<file path="src/sv/linked_block_allocator_core_assert.svh">
// Assertion macros for the linked block allocator.
// Each macro expects clk and rst_n in the scope where it is used.
`ifndef LINKED_BLOCK_ALLOCATOR_CORE_ASSERT_SVH
`define LINKED_BLOCK_ALLOCATOR_CORE_ASSERT_SVH
`ifndef ASSERT_OFF
// Same-cycle implication.
`define LBA_ASSERT_NOW(lbl, ante, cons, msg) \
  lbl: assert property (@(posedge clk) disable iff (!rst_n) (ante) |-> (cons)) \
    else $error(msg);
// Next-cycle implication.
`define LBA_ASSERT_NEXT(lbl, ante, cons, msg) \
  lbl: assert property (@(posedge clk) disable iff (!rst_n) (ante) |=> (cons)) \
    else $error(msg);
`else
`define LBA_ASSERT_NOW(lbl, ante, cons, msg)
`define LBA_ASSERT_NEXT(lbl, ante, cons, msg)
`endif
`endif

</file>
<file path="src/sv/lba_pkg.sv">
package lba_pkg;

  localparam int IDX_W       = 6;
  localparam int MAX_RESULTS = 16;
  localparam int CNT_W       = 5;
  localparam logic [7:0] TAG_BASE = 8'd65;

  typedef enum logic [1:0] {
    ST_OK    = 2'd0,
    ST_RANGE = 2'd1,
    ST_USED  = 2'd2,
    ST_FULL  = 2'd3
  } lba_status_t;

  typedef enum logic [1:0] {
    S_IDLE  = 2'd0,
    S_CHECK = 2'd1,
    S_SCAN  = 2'd2
  } lba_state_t;

  typedef struct packed {
    logic             set_en;
    logic [IDX_W-1:0] set_idx;
  } lba_map_cmd_t;

endpackage

</file>
<file path="src/sv/lba_tag_mem.sv">
module lba_tag_mem #(
  parameter int DEPTH = 16,
  parameter int AW    = 4
) (
  input  logic          clk,
  input  logic          we,
  input  logic [AW-1:0] waddr,
  input  logic [7:0]    wdata,
  input  logic          re,
  input  logic [AW-1:0] raddr,
  output logic [7:0]    rdata
);

  logic [7:0] mem [DEPTH];
  logic [7:0] rdata_r;

  always_ff @(posedge clk) begin
    if (we) begin
      mem[waddr] <= wdata;
    end
    if (re) begin
      rdata_r <= mem[raddr];
    end
  end

  assign rdata = rdata_r;

endmodule

</file>
<file path="src/sv/lba_used_map.sv">
module lba_used_map #(
  parameter int NUM_BLOCKS = 16,
  parameter int AW         = 4,
  parameter int FW         = 5
) (
  input  logic                 clk,
  input  logic                 rst_n,
  input  lba_pkg::lba_map_cmd_t cmd,
  input  logic [AW-1:0]        rd_idx,
  output logic                 rd_used,
  output logic [FW-1:0]        free_cnt
);
  import lba_pkg::*;

  logic [NUM_BLOCKS-1:0] used_r;
  logic [FW-1:0]         free_r;

  // Mark a block used and drop the free count by one.
  always_ff @(posedge clk) begin
    if (!rst_n) begin
      used_r <= '0;
      free_r <= FW'(NUM_BLOCKS);
    end else if (cmd.set_en) begin
      used_r[cmd.set_idx[AW-1:0]] <= 1'b1;
      free_r                      <= free_r - 1'b1;
    end
  end

  assign rd_used  = used_r[rd_idx];
  assign free_cnt = free_r;

endmodule

</file>
<file path="src/sv/linked_block_allocator_core.sv">
// A rejection or empty-file beat is chosen in S_CHECK, a claimed block beat in S_SCAN;
// each goes through the output register. A new request is taken only back in S_IDLE.
// The circular scan visits one block per cycle through the used map and the tag memory
// port while the output register can load; a free block holds the scan until it can.
// Reset (rst_n low, synchronous): every block free, file count zero,
// output channel empty. The tag memory is not cleared.
module linked_block_allocator_core #(
  parameter int NUM_BLOCKS = 16
) (
  input  logic       clk,
  input  logic       rst_n,
  input  logic       in_valid,
  output logic       in_ready,
  input  logic [7:0] in_start_block,
  input  logic [7:0] in_block_count,
  output logic       out_valid,
  input  logic       out_ready,
  output logic [1:0] out_status,
  output logic       out_block_valid,
  output logic [5:0] out_block_index,
  output logic [7:0] out_owner,
  output logic [6:0] out_free_left,
  output logic       out_last
);
  import lba_pkg::*;

`include "linked_block_allocator_core_assert.svh"

  localparam int AW = $clog2(NUM_BLOCKS);
  localparam int FW = $clog2(NUM_BLOCKS + 1);

  lba_state_t state_r, state_nxt;

  // Request context, held for the whole request.
  logic [7:0]       start_r;
  logic [7:0]       len_r;
  logic [AW-1:0]    pos_r;
  logic [CNT_W-1:0] claimed_r;
  logic [7:0]       tag_r;
  logic [FW-1:0]    snap_r;
  logic [7:0]       files_r;

  // Output register: one result beat waits here while the next is prepared.
  logic             out_valid_r;
  lba_status_t      o_status_r;
  logic             o_bvalid_r;
  logic [5:0]       o_index_r;
  logic [7:0]       o_owner_r;
  logic [6:0]       o_free_r;
  logic             o_last_r;

  logic             in_accept;
  logic             load;
  logic             emit;
  lba_status_t      e_status;
  logic             e_bvalid;
  logic [7:0]       e_owner;
  logic [6:0]       e_free;
  logic             e_last;
  logic             check_done;
  logic             grant;
  logic             claim;
  logic             advance;
  logic             in_range;
  logic             too_long;
  logic [AW-1:0]    pos_next;

  logic             rd_used;
  logic [FW-1:0]    free_cnt;
  lba_map_cmd_t     map_cmd;
  logic             tag_re;
  logic [7:0]       tag_rdata;

  assign in_accept = in_valid && in_ready;
  assign load      = !out_valid_r || out_ready;
  assign in_range  = start_r < 8'(NUM_BLOCKS);
  assign too_long  = (len_r > 8'(free_cnt)) || (len_r > 8'(MAX_RESULTS));
  assign pos_next  = (pos_r == AW'(NUM_BLOCKS - 1)) ? '0 : pos_r + 1'b1;

  // Read the start block's owner tag as the request arrives; it is needed
  // only on a used-start rejection.
  assign tag_re = in_accept && (in_start_block < 8'(NUM_BLOCKS));

  assign map_cmd.set_en  = claim;
  assign map_cmd.set_idx = IDX_W'(pos_r);

  lba_used_map #(
    .NUM_BLOCKS(NUM_BLOCKS),
    .AW        (AW),
    .FW        (FW)
  ) u_used_map (
    .clk     (clk),
    .rst_n   (rst_n),
    .cmd     (map_cmd),
    .rd_idx  (pos_r),
    .rd_used (rd_used),
    .free_cnt(free_cnt)
  );

  lba_tag_mem #(
    .DEPTH(NUM_BLOCKS),
    .AW   (AW)
  ) u_tag_mem (
    .clk  (clk),
    .we   (claim),
    .waddr(pos_r),
    .wdata(tag_r),
    .re   (tag_re),
    .raddr(in_start_block[AW-1:0]),
    .rdata(tag_rdata)
  );

  // Next state.
  always_comb begin
    state_nxt = state_r;
    unique case (state_r)
      S_IDLE: begin
        if (in_valid) state_nxt = S_CHECK;
      end
      S_CHECK: begin
        if (check_done) state_nxt = (emit) ? S_IDLE : S_SCAN;
      end
      S_SCAN: begin
        if (claim && e_last) state_nxt = S_IDLE;
      end
      default: state_nxt = S_IDLE;
    endcase
  end

  // Outputs of the control: which beat to emit and what to update.
  always_comb begin
    in_ready   = 1'b0;
    emit       = 1'b0;
    e_status   = ST_OK;
    e_bvalid   = 1'b0;
    e_owner    = '0;
    e_free     = 7'(free_cnt);
    e_last     = 1'b1;
    check_done = 1'b0;
    grant      = 1'b0;
    claim      = 1'b0;
    advance    = 1'b0;
    unique case (state_r)
      S_IDLE: begin
        in_ready = 1'b1;
      end
      S_CHECK: begin
        priority if (!in_range) begin
          emit     = 1'b1;
          e_status = ST_RANGE;
        end else if (rd_used) begin
          emit     = 1'b1;
          e_status = ST_USED;
          e_owner  = tag_rdata;
        end else if (too_long) begin
          emit     = 1'b1;
          e_status = ST_FULL;
        end else if (len_r == '0) begin
          // Zero length: grant a file number, claim nothing.
          emit    = 1'b1;
          e_owner = TAG_BASE + files_r;
        end else begin
          emit = 1'b0;
        end
        check_done = emit ? load : 1'b1;
        grant      = check_done && in_range && !rd_used && !too_long;
      end
      S_SCAN: begin
        // Skip used blocks; claim a free one when the output register can load.
        emit     = !rd_used;
        e_bvalid = 1'b1;
        e_owner  = tag_r;
        e_free   = 7'(snap_r);
        e_last   = (8'(claimed_r) + 8'd1) == len_r;
        claim    = emit && load;
        advance  = rd_used || load;
      end
      default: begin
        in_ready = 1'b0;
      end
    endcase
  end

  // Control registers.
  always_ff @(posedge clk) begin
    if (!rst_n) begin
      state_r     <= S_IDLE;
      out_valid_r <= 1'b0;
      files_r     <= '0;
    end else begin
      state_r <= state_nxt;
      if (load) begin
        out_valid_r <= emit;
      end
      if (grant) begin
        files_r <= files_r + 1'b1;
      end
    end
  end

  // Request context and output payload.
  always_ff @(posedge clk) begin
    if (in_accept) begin
      start_r   <= in_start_block;
      len_r     <= in_block_count;
      pos_r     <= in_start_block[AW-1:0];
      claimed_r <= '0;
    end
    if (state_r == S_CHECK) begin
      snap_r <= free_cnt;
      tag_r  <= TAG_BASE + files_r;
    end
    if (advance) begin
      pos_r <= pos_next;
    end
    if (claim) begin
      claimed_r <= claimed_r + 1'b1;
    end
    if (load && emit) begin
      o_status_r <= e_status;
      o_bvalid_r <= e_bvalid;
      o_index_r  <= e_bvalid ? 6'(pos_r) : 6'd0;
      o_owner_r  <= e_owner;
      o_free_r   <= e_free;
      o_last_r   <= e_last;
    end
  end

  assign out_valid       = out_valid_r;
  assign out_status      = o_status_r;
  assign out_block_valid = o_bvalid_r;
  assign out_block_index = o_index_r;
  assign out_owner       = o_owner_r;
  assign out_free_left   = o_free_r;
  assign out_last        = o_last_r;

  // A claimed block beat always carries an ok status.
  `LBA_ASSERT_NOW(a_claim_ok, out_valid_r && o_bvalid_r, o_status_r == ST_OK,
                  "claimed block beat without ok status")
  // The scan never runs past the requested length.
  `LBA_ASSERT_NOW(a_scan_len, state_r == S_SCAN, 8'(claimed_r) < len_r,
                  "scan claimed more blocks than requested")
  // The free count stays within the block count.
  `LBA_ASSERT_NOW(a_free_bound, 1'b1, free_cnt <= FW'(NUM_BLOCKS),
                  "free count above block count")
  // A taken request is checked in the next cycle.
  `LBA_ASSERT_NEXT(a_accept_check, in_accept, state_r == S_CHECK,
                   "accepted request did not enter check")

endmodule
</file>
<file path="config.mk">
export PLATFORM = sky130hd
export DESIGN_NAME = linked_block_allocator_core
export DESIGN_NICKNAME = d
export VERILOG_FILES = /design/src/sv/lba_pkg.sv /design/src/sv/lba_tag_mem.sv /design/src/sv/lba_used_map.sv /design/src/sv/linked_block_allocator_core.sv
export VERILOG_INCLUDE_DIRS = /design/src /design/src/sv
export SDC_FILE = /design/constraint.sdc
export NUM_CORES = 1
export LEC_CHECK = 0
export BUFFER_PORTS_ARGS = -buffer_cell sky130_fd_sc_hd__clkbuf_2
export CELL_PAD_IN_SITES_DETAIL_PLACEMENT = 0
export CELL_PAD_IN_SITES_GLOBAL_PLACEMENT = 1
export CORE_MARGIN = 2
export CORE_UTILIZATION = 52
export DETAILED_ROUTE_END_ITERATION = 16
export PLACE_DENSITY_LB_ADDON = 0.1
export SLEW_MARGIN = 20
export SYNTH_ARGS = -nofsm -noshare
export SYNTH_HDL_FRONTEND = slang
export SYNTH_HIERARCHICAL = 1
export SYNTH_SLANG_ARGS = --single-unit
</file>
<file path="constraint.sdc">
create_clock -name clk -period 4 [get_ports clk]
set_input_delay 0.8 -clock clk [delete_from_list [all_inputs] [get_ports clk]]
set_output_delay 0.8 -clock clk [all_outputs]
set_load 0.1 [all_outputs]
</file>
==> metrics.yaml <==
outcome: "completed"
dieHeight_um: 139
drive_above_1_share: 0.195
fin_worst_skew_ns: 0.00764
place_ws_ns: 0.438
synth-seq-cells: 223
critPathCaptureType: "register"
synth_top_area_cell: "edfxtp_1"
ys_async_sr_fraction: 0
arrival_ns: 3.71
diodes: 0
worstPathCellList: "mux4_1 > mux2i_1 > mux2i_1 > nor2b_1 > nand2_1 > inv_1 > or3b_2 > nor2_1"
vias: 5318
totalWireLength_um: 18800
numCtsBuffers: 24
syn_to_final_growth_pct: 14.4
post-dp-hpwl_um: 12400
io_pins: 47
slowest_delay_ns: 0.63
finalNetCount: 696
grt_max_degree: 34
fin_util: 0.602
whs_path_depth: 1
clk_latency_ns: 0.51
postSynthAreaPerCell_sq_um: 15.7
grt-ovfl-total: 0
slowest_stage: "mux4_1"
hp-class: "register to register"
synth_seq_area_share: 0.676
cts_tree: "done"
power_leakage_uw: 0.00375
globalRouteTotalUtil: 0.197
cpMostUsedCell: "mux2i_1"
postCtsSetupRepairBufs: 0
routedWlPerCell_um: 20.6
cts.sinks: 223
clk_pin_slew_ns: 0.06
fin_ws_ns: 0.433
relSlewSlack: 0.382
dominantRegCellSynth: "edfxtp_1"
fp-row-count: 49
fmax_mhz: 280
fill_cells: 1384
cts-htree-levels: 1
clock_path_buffers: 3
critPathKind: "register to register"
cts_resized: 0
wl_met1_um: 8540
tightest_slew_ns: 0.919
critPathLaunchType: "register"
drt-initial-drc-count: 449
dr_wl_met2_um: 8760
synth.area.top_cells: "edfxtp_1 (61%), dfxtp_1 (6.8%), mux4_1 (5.0%), mux4_2 (4.3%), a22oi_1 (1.8%)"
syn_inst: 602
cts_hold_buf: 0
gp_congestion: 0.829
ant_nets: 0
min_period_over_period: 0.892
grt_first_pass_wirelength_um: 29600
wl_met3_um: 1050
synthesis.area_sq_mm: 0.00943
synth_edf_count: 191
dr.max_layer_used: "met4"
fin_area_sq_mm: 0.0108
viasPerCell: 5.84
placed_cell_area_sq_mm: 0.00991
synth_top_area_share: 0.609
grt_setup_unrepaired: "no"
dieWidth_um: 139
setup_viol_count_final: 0
final_hold_viol_count: 0
synth.distinct_cells: 62
finalCriticalPeriod_ns: 3.57
timing.hold.ws_ns: 0.456
ff2ff_path_depth: 8
setup_tns_ns: 0
dr.pass1.iters: 4
maxCapViolations: 0
cts_root_buffer: "clkbuf_16"
coreArea_sq_mm: 0.0179
grt_pass1_vias: 5261
start_util: 0.526
fp.dieArea_sq_mm: 0.0192
finalMaxSlewViolations: 0
portBuffers: 42
drc_errors: 0
vdd_drop_max_v: 0.000396
crit_fanout: 11
ys_warn_count: 6
required_ns: 4.14
powerDensity_mw_per_mm2: 625
grt_antenna_before_repair: 0
-- per-stage QoR --
stage,cells,total power [uW]
finish,911,6740
global route,911,7020
CTS,911,6800
detailed placement,867,4390
global placement,867,4370
floorplan,605,4050
-- logic make-up after synthesis --
family | synth area share
AOI/OAI and AO/OA | 0.0705
xor gates and xnor gates | 0.0177
adders and majority gates | 0.0159
buffers and inverters | 0.0262
DFF | 0.676
muxes | 0.102
other | 0.000398
and+or+nand+nor | 0.0909
-- synthesized netlist by cell type (5+ instances only) --
cell type and count:
edfxtp_1 191, nand2_1 38, nor2_1 33, dfxtp_1 32
a22oi_1 22, o21ai_0 19, mux4_1 18, mux4_2 18
inv_1 15, nand3_1 15, o21a_1 15, clkbuf_1 13
a21oi_1 12, ha_1 12, nor2b_1 12, nor3_1 12
and2_1 10, xor2_1 10, xnor2_1 9, a41o_1 6
mux2i_1 6, nand2b_1 6, buf_2 5, buf_4 5
nand3b_1 5, o31ai_1 5, or4_1 5
-- critical path, delay by kind of cell (launching register included) --
family,cells,cell delay [ns]
and+or+nand+nor,4,1.46
buffers and inverters,1,0.15
muxes,3,1.01
DFF,1,0.58
-- power breakdown --
group	total, uW	internal, uW	switching (uW)
registers	3080	2840	233
logic	1270	345	922
clock network	2400	1530	871
total	6740	4720	2030
-- final timing paths --
check,endpoint,slack [ns],from
max reg2reg,u_tag_mem/mem[1][7]$_DFFE_PP_,0.43,pos_r[0]$_DFFE_PP_
min,u_used_map/used_r[5]$_SDFFE_PN0P_,0.46,u_used_map/used_r[5]$_SDFFE_PN0P_
max,u_tag_mem/mem[1][7]$_DFFE_PP_,0.43,pos_r[0]$_DFFE_PP_
min reg2reg,u_used_map/used_r[5]$_SDFFE_PN0P_,0.46,u_used_map/used_r[5]$_SDFFE_PN0P_
-- sequential cells by signal, indices dropped and copies added, names as in the netlist, 4 cells and up --
name and flops:
snap_r 5, files_r 8, pos_r 4, u_tag_mem/rdata 8, out_free_left 5, u_tag_mem/mem 128, claimed_r 5, start_r 4
out_owner 8, len_r 8, out_block_index 4, tag_r 8, u_used_map/used_r 16, u_used_map/free_cnt 5
-- area by class of cell --
class	count	area, sq um	share of cell area
well taps	229	287	0.0266
multi-input cells	336	2820	0.262
repair buffers	63	368	0.0341
clock buffers	28	637	0.0591
clock inverters	16	235	0.0218
flip-flops and latches	223	6380	0.591
inverters	16	60.1	0.00557
-- cells in the final DEF (no fill, tap or decap), drive strengths merged, types with 13 or more instances in the layout --
master,count
dfxtp,32
mux4,36
a21oi,13
o21a,15
o21ai,20
inv,15
nand3,15
edfxtp,191
clkbuf,70
nand2,40
buf,21
nor2,33
a22oi,22
-- per-layer routing --
| metal | track usage | up-vias |
|---|---|---|
| met5 | 0 | - |
| met3 | 0.0290 | 34 |
| met4 | 0.0569 | 0 |
| li1 | - | 2483 |
| met1 | 0.290 | 2654 |
| met2 | 0.313 | 147 |
Power figures use the tool's default switching activity.
